## config.mk

```make
export PLATFORM = sky130hd
export DESIGN_NAME = expiring_fuzzy_bin_table
export DESIGN_NICKNAME = d
export VERILOG_FILES = /design/src/rtl/core/efbt_pkg.sv /design/src/rtl/core/efbt_table.sv /design/src/rtl/core/efbt_ctrl.sv /design/src/rtl/core/expiring_fuzzy_bin_table.sv
export SDC_FILE = /design/constraint.sdc
export NUM_CORES = 1
export LEC_CHECK = 0
export ABC_CLOCK_PERIOD_IN_PS = 6310
export BUFFER_PORTS_ARGS = -buffer_cell sky130_fd_sc_hd__clkbuf_2
export CAP_MARGIN = 10
export CELL_PAD_IN_SITES_DETAIL_PLACEMENT = 0
export CELL_PAD_IN_SITES_GLOBAL_PLACEMENT = 1
export CORE_MARGIN = 5
export CORE_UTILIZATION = 40
export CTS_BUF_LIST = sky130_fd_sc_hd__clkbuf_4 sky130_fd_sc_hd__clkbuf_8 sky130_fd_sc_hd__clkbuf_16
export CTS_CLUSTER_DIAMETER = 80
export DETAILED_ROUTE_END_ITERATION = 6
export GPL_TIMING_DRIVEN = 0
export PLACE_DENSITY_LB_ADDON = 0.1
export SYNTH_ARGS = -nofsm -noshare
export SYNTH_HDL_FRONTEND = slang
export SYNTH_SLANG_ARGS = --single-unit
```

## constraint.sdc

```tcl
create_clock -name clock -period 6.31 [get_ports clock]
set_clock_uncertainty 0.15 [all_clocks]
set_input_delay 1.262 -clock clock [delete_from_list [all_inputs] [get_ports clock]]
set_output_delay 1.262 -clock clock [all_outputs]
set_load 0.02 [all_outputs]
```

## src/rtl/core/efbt_pkg.sv

```systemverilog
// shared types and constants for the expiring fuzzy bin table
// no dependencies

package efbt_pkg;

   localparam int BIN_W  = 16;
   localparam int TIME_W = 32;
   localparam int TTL_W  = 16;
   localparam int DB_W   = 8;
   localparam int CNT_W  = 32;
   localparam int CSR_IDX_W = 4;

   localparam logic [CSR_IDX_W-1:0] CSR_DEADBAND = 4'd0;
   localparam logic [CSR_IDX_W-1:0] CSR_MATCH_EN = 4'd1;

   localparam logic [DB_W-1:0] DEADBAND_RESET = 8'd2;
   localparam logic [TIME_W-1:0] EXPIRY_MAX = 32'hFFFF_FFFF;

   typedef enum logic [1:0] {
      ACT_PUBLISH   = 2'd0,
      ACT_CLEAR     = 2'd1,
      ACT_CLEAR_ALL = 2'd2,
      ACT_MATCH     = 2'd3
   } action_type;

   typedef struct packed {
      logic [BIN_W-1:0]  bin;
      logic [TIME_W-1:0] expiry;
   } entry_type;

   typedef struct packed {
      logic rd_en;
      logic wr_en;
      logic kill_one;
      logic kill_all;
   } tbl_ctl_type;

   typedef struct packed {
      logic hit;
      logic pub_inc;
      logic clr_inc;
   } result_type;

endpackage

```

## src/rtl/core/efbt_table.sv

```systemverilog
// entry memory with one synchronous read port and one write port
// per-entry valid bits make never-written and killed entries read as zero; uses efbt_pkg

module efbt_table import efbt_pkg::*; #(
   parameter int ENTRIES = 8,
   parameter int IW = 3
) (
   input  logic              clock,
   input  logic              reset,
   input  tbl_ctl_type       ctl,
   input  logic [IW-1:0]     rd_addr,
   input  logic [IW-1:0]     wr_addr,
   input  entry_type         wr_entry,
   output entry_type         rd_entry
);

   entry_type            mem [ENTRIES];
   logic [ENTRIES-1:0]   valid_ff;
   logic [ENTRIES-1:0]   valid_in;
   entry_type            rd_data_ff;
   logic                 rd_valid_ff;

   always_comb begin
      valid_in = valid_ff;
      if (ctl.kill_all) begin
         valid_in = '0;
      end else if (ctl.wr_en) begin
         valid_in[wr_addr] = 1'b1;
      end else if (ctl.kill_one) begin
         valid_in[wr_addr] = 1'b0;
      end
   end

   always_ff @(posedge clock) begin
      if (reset) begin
         valid_ff <= '0;
      end else begin
         valid_ff <= valid_in;
      end
   end

   always_ff @(posedge clock) begin
      if (ctl.wr_en) begin
         mem[wr_addr] <= wr_entry;
      end
   end

   always_ff @(posedge clock) begin
      if (ctl.rd_en) begin
         rd_data_ff  <= mem[rd_addr];
         rd_valid_ff <= valid_ff[rd_addr];
      end
   end

   assign rd_entry = rd_valid_ff ? rd_data_ff : '0;

endmodule

```

## src/rtl/core/efbt_ctrl.sv

```systemverilog
// operation sequencer: scans the entry memory one slot per cycle (clear all skips
// it), then writes back; uses efbt_pkg, drives efbt_table through a control struct

module efbt_ctrl import efbt_pkg::*; #(
   parameter int ENTRIES = 8,
   parameter int IW = 3,
   parameter int CW = 4
) (
   input  logic               clock,
   input  logic               reset,
   input  logic               req_valid,
   output logic               req_ready,
   input  logic [1:0]         req_action,
   input  logic [BIN_W-1:0]   req_bin,
   input  logic [TIME_W-1:0]  req_now,
   input  logic [TTL_W-1:0]   req_ttl,
   input  logic [DB_W-1:0]    deadband,
   input  logic               match_en,
   output tbl_ctl_type        ctl,
   output logic [IW-1:0]      rd_addr,
   output logic [IW-1:0]      wr_addr,
   output entry_type          wr_entry,
   input  entry_type          rd_entry,
   output logic               done_valid,
   input  logic               done_ready,
   output result_type         result
);

   typedef enum logic [3:0] {
      ST_IDLE  = 4'b0001,
      ST_SCAN  = 4'b0010,
      ST_WRITE = 4'b0100,
      ST_DONE  = 4'b1000
   } state_type;

   state_type            state_ff, state_in;
   action_type           action_ff, action_in;
   logic [BIN_W-1:0]     bin_ff, bin_in;
   logic [TIME_W-1:0]    now_ff, now_in;
   logic [TIME_W-1:0]    deadline_ff, deadline_in;
   logic [CW-1:0]        issue_cnt_ff, issue_cnt_in;
   logic                 rd_vld_ff, rd_vld_in;
   logic [IW-1:0]        rd_idx_ff, rd_idx_in;
   logic                 match_found_ff, match_found_in;
   logic [IW-1:0]        match_idx_ff, match_idx_in;
   logic                 free_found_ff, free_found_in;
   logic [IW-1:0]        free_idx_ff, free_idx_in;
   logic [TIME_W-1:0]    soon_exp_ff, soon_exp_in;
   logic [IW-1:0]        soon_idx_ff, soon_idx_in;
   result_type           result_ff, result_in;

   logic                 live;
   logic                 close;
   logic [BIN_W-1:0]     diff;

   assign req_ready  = (state_ff == ST_IDLE);
   assign done_valid = (state_ff == ST_DONE);
   assign result     = result_ff;
   assign rd_addr    = issue_cnt_ff[IW-1:0];

   always_comb begin
      live  = (rd_entry.expiry != '0) && (now_ff < rd_entry.expiry);
      diff  = (rd_entry.bin >= bin_ff) ? (rd_entry.bin - bin_ff) : (bin_ff - rd_entry.bin);
      close = (diff <= {{(BIN_W-DB_W){1'b0}}, deadband});
   end

   always_comb begin
      state_in       = state_ff;
      action_in      = action_ff;
      bin_in         = bin_ff;
      now_in         = now_ff;
      deadline_in    = deadline_ff;
      issue_cnt_in   = issue_cnt_ff;
      rd_idx_in      = rd_addr;
      match_found_in = match_found_ff;
      match_idx_in   = match_idx_ff;
      free_found_in  = free_found_ff;
      free_idx_in    = free_idx_ff;
      soon_exp_in    = soon_exp_ff;
      soon_idx_in    = soon_idx_ff;
      result_in      = result_ff;
      ctl            = '0;
      wr_addr        = match_idx_ff;
      wr_entry.bin    = bin_ff;
      wr_entry.expiry = deadline_ff;

      case (state_ff)
         ST_IDLE: begin
            if (req_valid) begin
               action_in      = action_type'(req_action);
               bin_in         = req_bin;
               now_in         = req_now;
               deadline_in    = req_now + {{(TIME_W-TTL_W){1'b0}}, req_ttl};
               issue_cnt_in   = '0;
               match_found_in = 1'b0;
               match_idx_in   = '0;
               free_found_in  = 1'b0;
               free_idx_in    = '0;
               soon_exp_in    = EXPIRY_MAX;
               soon_idx_in    = '0;
               result_in      = '0;
               state_in = (action_type'(req_action) == ACT_CLEAR_ALL) ? ST_WRITE : ST_SCAN;
            end
         end
         ST_SCAN: begin
            if (issue_cnt_ff < CW'(ENTRIES)) begin
               ctl.rd_en    = 1'b1;
               issue_cnt_in = issue_cnt_ff + CW'(1);
            end
            if (rd_vld_ff) begin
               if (live && close && !match_found_ff) begin
                  match_found_in = 1'b1;
                  match_idx_in   = rd_idx_ff;
               end
               if (!live && !free_found_ff) begin
                  free_found_in = 1'b1;
                  free_idx_in   = rd_idx_ff;
               end
               if (rd_entry.expiry < soon_exp_ff) begin
                  soon_exp_in = rd_entry.expiry;
                  soon_idx_in = rd_idx_ff;
               end
               if (rd_idx_ff == IW'(ENTRIES - 1)) begin
                  state_in = ST_WRITE;
               end
            end
         end
         ST_WRITE: begin
            case (action_ff)
               ACT_PUBLISH: begin
                  ctl.wr_en = 1'b1;
                  if (match_found_ff) begin
                     wr_addr = match_idx_ff;
                  end else if (free_found_ff) begin
                     wr_addr = free_idx_ff;
                  end else begin
                     wr_addr = soon_idx_ff;
                  end
                  result_in.pub_inc = 1'b1;
               end
               ACT_CLEAR: begin
                  ctl.kill_one      = match_found_ff;
                  result_in.clr_inc = match_found_ff;
               end
               ACT_CLEAR_ALL: begin
                  ctl.kill_all = 1'b1;
               end
               ACT_MATCH: begin
                  result_in.hit = match_found_ff && match_en;
               end
               default: begin
                  result_in = '0;
               end
            endcase
            state_in = ST_DONE;
         end
         ST_DONE: begin
            if (done_ready) begin
               state_in = ST_IDLE;
            end
         end
         default: begin
            state_in = ST_IDLE;
         end
      endcase

      rd_vld_in = ctl.rd_en;
   end

   always_ff @(posedge clock) begin
      if (reset) begin
         state_ff  <= ST_IDLE;
         rd_vld_ff <= 1'b0;
      end else begin
         state_ff  <= state_in;
         rd_vld_ff <= rd_vld_in;
      end
   end

   always_ff @(posedge clock) begin
      action_ff      <= action_in;
      bin_ff         <= bin_in;
      now_ff         <= now_in;
      deadline_ff    <= deadline_in;
      issue_cnt_ff   <= issue_cnt_in;
      rd_idx_ff      <= rd_idx_in;
      match_found_ff <= match_found_in;
      match_idx_ff   <= match_idx_in;
      free_found_ff  <= free_found_in;
      free_idx_ff    <= free_idx_in;
      soon_exp_ff    <= soon_exp_in;
      soon_idx_ff    <= soon_idx_in;
      result_ff      <= result_in;
   end

endmodule

```

## src/rtl/core/expiring_fuzzy_bin_table.sv

```systemverilog
// top level of the expiring fuzzy bin table: stream ports, registers, counters
// uses efbt_pkg, efbt_ctrl and efbt_table

// A table of ENTRIES slots, each a bin number with an expiry time, kept in a
// synchronous memory. Every request transaction (publish, clear one, clear
// all, match query) produces exactly one response transaction carrying the
// hit flag and both wrapping counters as they stand after the operation.
// Publish, clear one and match scan the memory one slot per cycle, and a
// request holds the block until its response is moved to the output
// register; only then is the next request accepted. Clear all skips the
// scan, since the slots are emptied through per-slot valid flags and no
// clearing pass runs after reset. A finished response sits in an output
// register, and a stalled response holds the next finished operation back.
// Register writes on the csr port are always accepted; write them only while
// the block is idle.

module expiring_fuzzy_bin_table import efbt_pkg::*; #(
   parameter int ENTRIES = 8
) (
   input  logic                  clock,
   input  logic                  reset,
   input  logic                  req_tvalid,
   output logic                  req_tready,
   input  logic [63:0]           req_tdata,   // bin[15:0], now_ms[47:16], ttl_ms[63:48]
   input  logic [1:0]            req_tuser,   // action[1:0]
   output logic                  rsp_tvalid,
   input  logic                  rsp_tready,
   output logic [71:0]           rsp_tdata,   // hit[0], publish_count[32:1], clear_count[64:33]
   input  logic                  csr_valid,
   output logic                  csr_ready,
   input  logic [CSR_IDX_W-1:0]  csr_index,
   input  logic [DB_W-1:0]       csr_wdata
);

   localparam int IW = (ENTRIES > 1) ? $clog2(ENTRIES) : 1;
   localparam int CW = $clog2(ENTRIES + 1);

   logic [DB_W-1:0]   deadband_ff, deadband_in;
   logic              match_en_ff, match_en_in;
   logic [CNT_W-1:0]  pub_cnt_ff, pub_cnt_in;
   logic [CNT_W-1:0]  clr_cnt_ff, clr_cnt_in;
   logic              hit_ff, hit_in;
   logic              rsp_valid_ff, rsp_valid_in;

   tbl_ctl_type       ctl;
   logic [IW-1:0]     rd_addr;
   logic [IW-1:0]     wr_addr;
   entry_type         wr_entry;
   entry_type         rd_entry;
   logic              done_valid;
   logic              done_ready;
   result_type        result;

   assign csr_ready  = 1'b1;
   assign done_ready = !rsp_valid_ff || rsp_tready;
   assign rsp_tvalid = rsp_valid_ff;
   assign rsp_tdata  = {7'd0, clr_cnt_ff, pub_cnt_ff, hit_ff};

   efbt_ctrl #(
      .ENTRIES (ENTRIES),
      .IW      (IW),
      .CW      (CW)
   ) u_ctrl (
      .clock      (clock),
      .reset      (reset),
      .req_valid  (req_tvalid),
      .req_ready  (req_tready),
      .req_action (req_tuser),
      .req_bin    (req_tdata[15:0]),
      .req_now    (req_tdata[47:16]),
      .req_ttl    (req_tdata[63:48]),
      .deadband   (deadband_ff),
      .match_en   (match_en_ff),
      .ctl        (ctl),
      .rd_addr    (rd_addr),
      .wr_addr    (wr_addr),
      .wr_entry   (wr_entry),
      .rd_entry   (rd_entry),
      .done_valid (done_valid),
      .done_ready (done_ready),
      .result     (result)
   );

   efbt_table #(
      .ENTRIES (ENTRIES),
      .IW      (IW)
   ) u_table (
      .clock    (clock),
      .reset    (reset),
      .ctl      (ctl),
      .rd_addr  (rd_addr),
      .wr_addr  (wr_addr),
      .wr_entry (wr_entry),
      .rd_entry (rd_entry)
   );

   always_comb begin
      deadband_in  = deadband_ff;
      match_en_in  = match_en_ff;
      if (csr_valid) begin
         case (csr_index)
            CSR_DEADBAND: deadband_in = csr_wdata;
            CSR_MATCH_EN: match_en_in = csr_wdata[0];
            default: begin
               deadband_in = deadband_ff;
            end
         endcase
      end

      pub_cnt_in   = pub_cnt_ff;
      clr_cnt_in   = clr_cnt_ff;
      hit_in       = hit_ff;
      rsp_valid_in = rsp_valid_ff && !rsp_tready;
      if (done_valid && done_ready) begin
         pub_cnt_in   = pub_cnt_ff + CNT_W'(result.pub_inc);
         clr_cnt_in   = clr_cnt_ff + CNT_W'(result.clr_inc);
         hit_in       = result.hit;
         rsp_valid_in = 1'b1;
      end
   end

   always_ff @(posedge clock) begin
      if (reset) begin
         deadband_ff  <= DEADBAND_RESET;
         match_en_ff  <= 1'b1;
         pub_cnt_ff   <= '0;
         clr_cnt_ff   <= '0;
         rsp_valid_ff <= 1'b0;
      end else begin
         deadband_ff  <= deadband_in;
         match_en_ff  <= match_en_in;
         pub_cnt_ff   <= pub_cnt_in;
         clr_cnt_ff   <= clr_cnt_in;
         rsp_valid_ff <= rsp_valid_in;
      end
   end

   always_ff @(posedge clock) begin
      hit_ff <= hit_in;
   end

endmodule
```

Yosys cells after proc, flatten, opt, wreduce, memory -nomap -nowiden
Memory sizes are Yosys's and may differ from the RTL's. A register that Yosys moved wholly into a read port is not among the register bits.
Index checks and enable logic that the tools add are counted.
- mux-type cells: 55
- $lt $le $gt $ge: 8
- equality and inequality tests: 21
- $add $sub $neg: 6
- reduce and logical (&&, ||, !) cells: 32
- bitwise gates (word level): 3
- operators by type and width (operator ; number):
    2-to-1 mux 32 bit ; 3
    adder 32 x 1 -> 32 bit ; 2
    less-than comparator 32 bit ; 2
    one-hot mux 32 bit (2 select lines) ; 1
    2-to-1 mux 48 bit ; 1
    2-to-1 mux 3 bit ; 13
    adder 32 x 16 -> 32 bit ; 1
    nonzero test 32 bit ; 1
    subtractor 16 bit ; 2
    2-to-1 mux 4 bit ; 6
    one-hot mux 3 bit (2 select lines) ; 4
    2-to-1 mux 1 bit ; 18
    greater-or-equal comparator 16 bit ; 1
    less-or-equal comparator 16 x 8 -> 1 bit ; 1
    2-to-1 mux 16 bit ; 1
    2-to-1 mux 8 bit ; 2
    != test 2 x 1 -> 1 bit (second input constant) ; 8
    one-hot mux 4 bit (4 select lines) ; 1
    AND reduction 4 bit ; 4
    AND reduction 3 bit ; 4
    bitwise AND 8 bit ; 1
    equality test 4 x 1 -> 1 bit (second input constant) ; 2
    logical AND 1 bit ; 8
    less-than comparator 3 x 4 -> 1 bit (second input constant) ; 2
    other kinds (23) ; 36
- output and inout bits: 75
- memories: 1
- logic and storage cells: 151
- RAM bits: 384
- bits of input ports: 83
- register bits after elaboration: 224
- memory list (memory ; depth ; bits a word ; read ports ; clocked after Yosys merged registers in ; write ports ; line ; source):
    u_table.mem ; 8 ; 48 ; 1 ; 1 ; 1 ; efbt_table.sv:17 ; entry_type mem [ENTRIES];

Depth between registers and ports, before layout
- word-level depth: 12
- depth in mapped cells: 25
- gate-level depth less buffers: 21

Modules after synthesis
From an unflattened synthesis, not the netlist that was laid out.
- cells, all modules: 2039
- area, all modules: 29843.6 um^2
- modules (own cells, without submodules) (module ; area an instance (um^2) ; sequential area each (um^2) ; times used ; cells an instance):
    efbt_table ; 16632.2 ; 13162.6 ; 1 ; 713
    efbt_ctrl ; 9345.2 ; 4124.0 ; 1 ; 897
    expiring_fuzzy_bin_table ; 3866.2 ; 1511.4 ; 1 ; 429

Worst setup path before layout
OpenSTA, ideal clock, no wires.
- kind: input port to flip-flop
- start point: input port req_tvalid
- end point: register u_ctrl.soon_exp_ff[0], enable pin
- path buffers: 0
- data arrival time: 6.064 ns
- data required time: 5.679 ns
- library setup time: 0.481 ns
- stages: 5
- slack: -0.384 ns
- path through: nand2_1 inv_1 a21oi_1 a21o_1 a211oi_1
- cells in the longest elaborated chain, start to end: 2
- ends and longest elaborated chain (what ; line ; source):
    start: declaration ; expiring_fuzzy_bin_table.sv:22 ; input logic req_tvalid,
    != test 2 bit (no source line) ; - ;
    AND reduction 4 bit (no source line) ; - ;
    end signal: assignment ; efbt_ctrl.sv:191 ; soon_exp_ff <= soon_exp_in;
    end: declaration ; efbt_ctrl.sv:48 ; logic [TIME_W-1:0] soon_exp_ff, soon_exp_in;
Every way passes these cells.
A chain may end at the register's enable or synchronous reset.

Final worst setup path
- start point: register u_table.rd_valid_ff
- end point: register u_ctrl.match_idx_ff[2], enable pin
- cells in the longest elaborated chain, start to end: 8
- elaborated cells on any way between the ends: 13
- classes of those cells: add/sub (2); order compare (3); eq/ne (1); mux (2); reduce/logical (5)
- ends and longest elaborated chain (what ; line ; source):
    start: declaration ; efbt_table.sv:21 ; logic rd_valid_ff;
    start signal: assignment ; efbt_table.sv:51 ; rd_valid_ff <= valid_ff[rd_addr];
    2-to-1 mux 48 bit * ; efbt_table.sv:55 ; assign rd_entry = rd_valid_ff ? rd_data_ff : '0;
    subtractor 16 bit or greater-or-equal comparator 16 bit (tied branches) ; efbt_ctrl.sv:63 ; diff = (rd_entry.bin >= bin_ff) ? (rd_entry.bin - bin_ff) : (bin_ff - rd_entry.bin);
    2-to-1 mux 16 bit ; efbt_ctrl.sv:63 ;
    less-or-equal comparator 16 x 8 -> 1 bit ; efbt_ctrl.sv:64 ; close = (diff <= {{(BIN_W-DB_W){1'b0}}, deadband});
    logical AND 1 bit * (2 in series) ; efbt_ctrl.sv:111 ; if (live && close && !match_found_ff) begin
    != test 2 x 1 -> 1 bit (no source line) * ; - ;
    AND reduction 4 bit (no source line) * ; - ;
    end signal: assignment ; efbt_ctrl.sv:188 ; match_idx_ff <= match_idx_in;
    end: declaration ; efbt_ctrl.sv:45 ; logic [IW-1:0] match_idx_ff, match_idx_in;
Every way passes the cells marked *; elsewhere a longest branch is shown, timed or not.

==> metrics.md <==
| Metric | Value |
|---|---|
| P per Cell Area | `303.5 nW/um^2` |
| Final setup fails | `0` |
| Top cells by area, synth | `edfxtp_1 59%, mux4_2 7.7%, dfxtp_1 6.3%` |
| Top-area cell type share of the netlist area | `0.5924` |
| Fin. Hold Viols | `0` |
| N_diodes | `0` |
| CP Data Arrival Time | `5.90 ns` |
| Post-CTS Hold Buffers | `0` |
| GR Overflow Total | `0` |
| Initial Util | `0.4020` |
| Tightest Pin Transition | `1.211 ns` |
| Average cell area after synthesis | `14.84 um^2` |
| Top-count cell post-synth | `edfxtp_1` |
| WL/cell | `21.27 um` |
| Std-Cell Rows | `98` |
| Residual DRC | `0` |
| Post-synthesis sequential area ratio | `0.6552` |
| DRT Pass-1 Iters | `5` |
| Crit path max fanout | `19` |
| Initial antenna violation count | `0` |
| Worst slew margin | `0.1930` |
| #FFs+latches synth | `656` |
| Core Footprint | `71,360 um^2` |
| Num Clock Sinks | `656` |
| Fillers | `6,342` |
| Worst-Skew Late Latency | `0.61 ns` |
| DP HPWL | `45.31 mm` |
| CP Launch Type | `flip-flop` |
| Num CTS Buffers | `72` |
| Mapped Cells | `1,934` |
| YS warnings | `0` |
| Tcrit/Tclk final | `0.9127` |
| Top post-synthesis cells by count | `566 x edfxtp_1, 153 x nand2_1, 137 x inv_1` |
| Setup_tns | `0 ns` |
| Hold Slack | `0.2282 ns` |
| Share of cells above drive strength 1 | `0.2193` |
| Synthesis-to-layout area growth | `16.72%` |
| Post-synthesis cell type count | `72` |
| Vias in the first global route | `17,000` |
| Clk slew on worst S/H paths | `0.06 ns` |
| CTS H-Tree Depth | `3` |
| Detail-routed via count per cell | `5.128` |
| CTS root buf | `clkbuf_16` |
| VDD IR max | `146.9 uV` |
| Asr flop ratio synth | `0` |
| Tmin final | `5.759 ns` |
| R2R Path Start | `u_table.rd_valid_ff$_DFFE_PP_` |
| Syn Std Cell Area | `28,690 um^2` |
| Cell taking the most area after synthesis | `edfxtp_1` |
| Worst setup path startpoint | `u_table.rd_valid_ff$_DFFE_PP_` |
| Routability Congestion | `0.8074` |
| R2R setup slack | `0.55 ns` |
| CTS tree | `built` |
| MaxCap Viol Count | `0` |
| Worst setup EP type | `flip-flop` |
| Worst Setup EP | `u_ctrl.match_idx_ff[2]$_DFFE_PP_` |
| Max Slew Vio Count | `0` |
| PortBufs | `148` |
| IO Count | `158` |
| Worst reg2reg path depth | `22` |
| RSZ-0062 raised after global routing | `no` |
| Gr usage total | `0.1737` |
| Status | `complete, no violations` |
| First-pass GRT wire length | `103.3 mm` |
| Fmax achieved | `0.1736 GHz` |
| Drt total wl | `67.73 mm` |
| Clock buffer depth | `3` |
| Die area | `77,180 um^2` |
| Top FF cell, synth | `edfxtp_1` |
| Worst hold path type | `reg -> reg` |
| Die Ht | `277.8 um` |
| WHS Path Cells | `0` |
| Final ANT Viol Nets | `0` |
| Layout Nets | `2,387` |
| EDFF count, synth | `566` |
| Hold wc startpoint | `u_ctrl.issue_cnt_ff[2]$_SDFFCE_PN0P_` |
| Largest net degree at the start of global routing | `49` |
| CP required | `6.45 ns` |
| Pleak | `0.01233 uW` |
| DR iter-0 viols | `999` |
| Die X | `277.8 um` |
| Via count | `16,330` |
| Setup CP Type | `reg -> reg` |
| Worst R2R End | `u_ctrl.match_idx_ff[2]$_DFFE_PP_` |
area by class of cell:
class | instances | area, um^2 | area share
plain buffers | 68 | 316.6 | 0.009453
clock buffers | 90 | 1967 | 0.05874
clock inverters | 39 | 416.7 | 0.01244
inverters | 138 | 540.5 | 0.01614
multi-input cells | 1077 | 9101 | 0.2718
flip-flops and latches | 656 | 18800 | 0.5614
well taps | 950 | 1189 | 0.03550
repair buffers | 166 | 1159 | 0.03460
flip-flops by register name, indices dropped and copies added (netlist names), named ones only:
register               count
u_ctrl.rd_idx_ff           3
clr_cnt_ff                32
u_ctrl.free_idx_ff         3
u_ctrl.free_found_ff       1
u_table.rd_valid_ff        1
pub_cnt_ff                32
u_ctrl.action_ff           2
match_en_ff                1
u_ctrl.match_found_ff      1
rsp_tvalid                 1
u_ctrl.state_ff            4
u_ctrl.result              3
u_ctrl.bin_ff             16
u_ctrl.issue_cnt_ff        4
deadband_ff                8
u_ctrl.now_ff             32
hit_ff                     1
u_table.rd_data_ff        48
u_table.mem              384
u_ctrl.soon_idx_ff         3
u_ctrl.match_idx_ff        3
u_ctrl.rd_vld_ff           1
u_ctrl.deadline_ff        32
u_ctrl.soon_exp_ff        32
repair_timing:
item	4_1_cts	5_1_grt
resized for setup	3	0
setup buffers	1	0
endpoints found under the setup margin	4	4
worst max-delay path, cell delays in order (launching register included):
cell       delay, ns
edfxtp_1        0.45
clkbuf_2        0.26
clkbuf_2        0.33
nand2_1         0.19
inv_1           0.05
ha_1            0.26
buf_2           0.21
and4_1          0.27
nand2_1         0.16
a21oi_1         0.23
o32a_1          0.19
buf_6           0.20
mux2_2          0.36
ha_1            0.29
nor2b_1         0.14
o21a_1          0.15
o21ai_0         0.14
a21oi_1         0.18
or3_1           0.38
nor3_1          0.18
a21oi_1         0.08
a2111oi_2       0.29
a21o_1          0.28
power breakdown:
part | internal (uW) | switching [uW]
clock | 2510 | 1710
sequential | 4900 | 114
combinational | 400 | 523
metrics by stage:
stage / cell area, um^2 / total power (uW) / std cells / util / worst slack, ns
after floorplan: 28720 / 5686 / 1940 / - / 0.8296
after global placement: 30650 / 6004 / 3038 / 0.4295 / -2.327
after detailed placement: 31040 / 6036 / 3052 / 0.4349 / -0.6159
after CTS: 33430 / 10290 / 3182 / 0.4685 / 0.09830
after global routing: 33490 / 10570 / 3184 / 0.4692 / 0.1751
final: 33490 / 10160 / 3184 / 0.4692 / 0.5511
metal layers:
layer | vias up | routed length (um) | GRT usage
met5 | - | 0 | 0
met4 | 0 | 1362 | 0.04729
met3 | 88 | 2731 | 0.02727
met2 | 314 | 32880 | 0.2937
met1 | 8187 | 30760 | 0.2355
li1 | 7738 | - | -
logic make-up (layout without fill, tap and decap cells):
group                      Yosys count  count (layout)  synth area share
muxes                              168             168            0.1036
AOI/OAI and AO/OA                  233             233           0.05115
buffers and inverters              207             501           0.02909
DFF                                656             656            0.6552
other                                2               8         0.0002618
xor gates and xnor gates            93              93           0.02839
adders and majority gates          125             125           0.05530
and+or+nand+nor                    450             450           0.07706
how the worst min path moves through the flow:
stage | to | slack (ns)
finish | u_ctrl.rd_idx_ff[2]$_DFF_P_ | 0.23
global route | u_ctrl.rd_idx_ff[2]$_DFF_P_ | 0.25
CTS | u_ctrl.rd_idx_ff[2]$_DFF_P_ | 0.23
detailed placement | u_ctrl.rd_idx_ff[2]$_DFF_P_ | 0.22
global placement | u_ctrl.rd_idx_ff[2]$_DFF_P_ | 0.21
floorplan | u_ctrl.rd_idx_ff[2]$_DFF_P_ | 0.20
cells in the final DEF, fill, tap and decap left out, types with 25 or more instances in the layout:
master and count:
nand3_1 28, nor2_1 114, dfxtp_1 90, edfxtp_1 566, o21ai_0 54, inv_1 128, a21o_1 25, clkbuf_2 150
mux4_2 98, xnor2_1 35, nand2_1 153, mux2_2 51, xor2_1 58, clkbuf_1 37, a21oi_1 82, clkbuf_16 73
ha_1 122
Power figures use the tool's default switching activity.
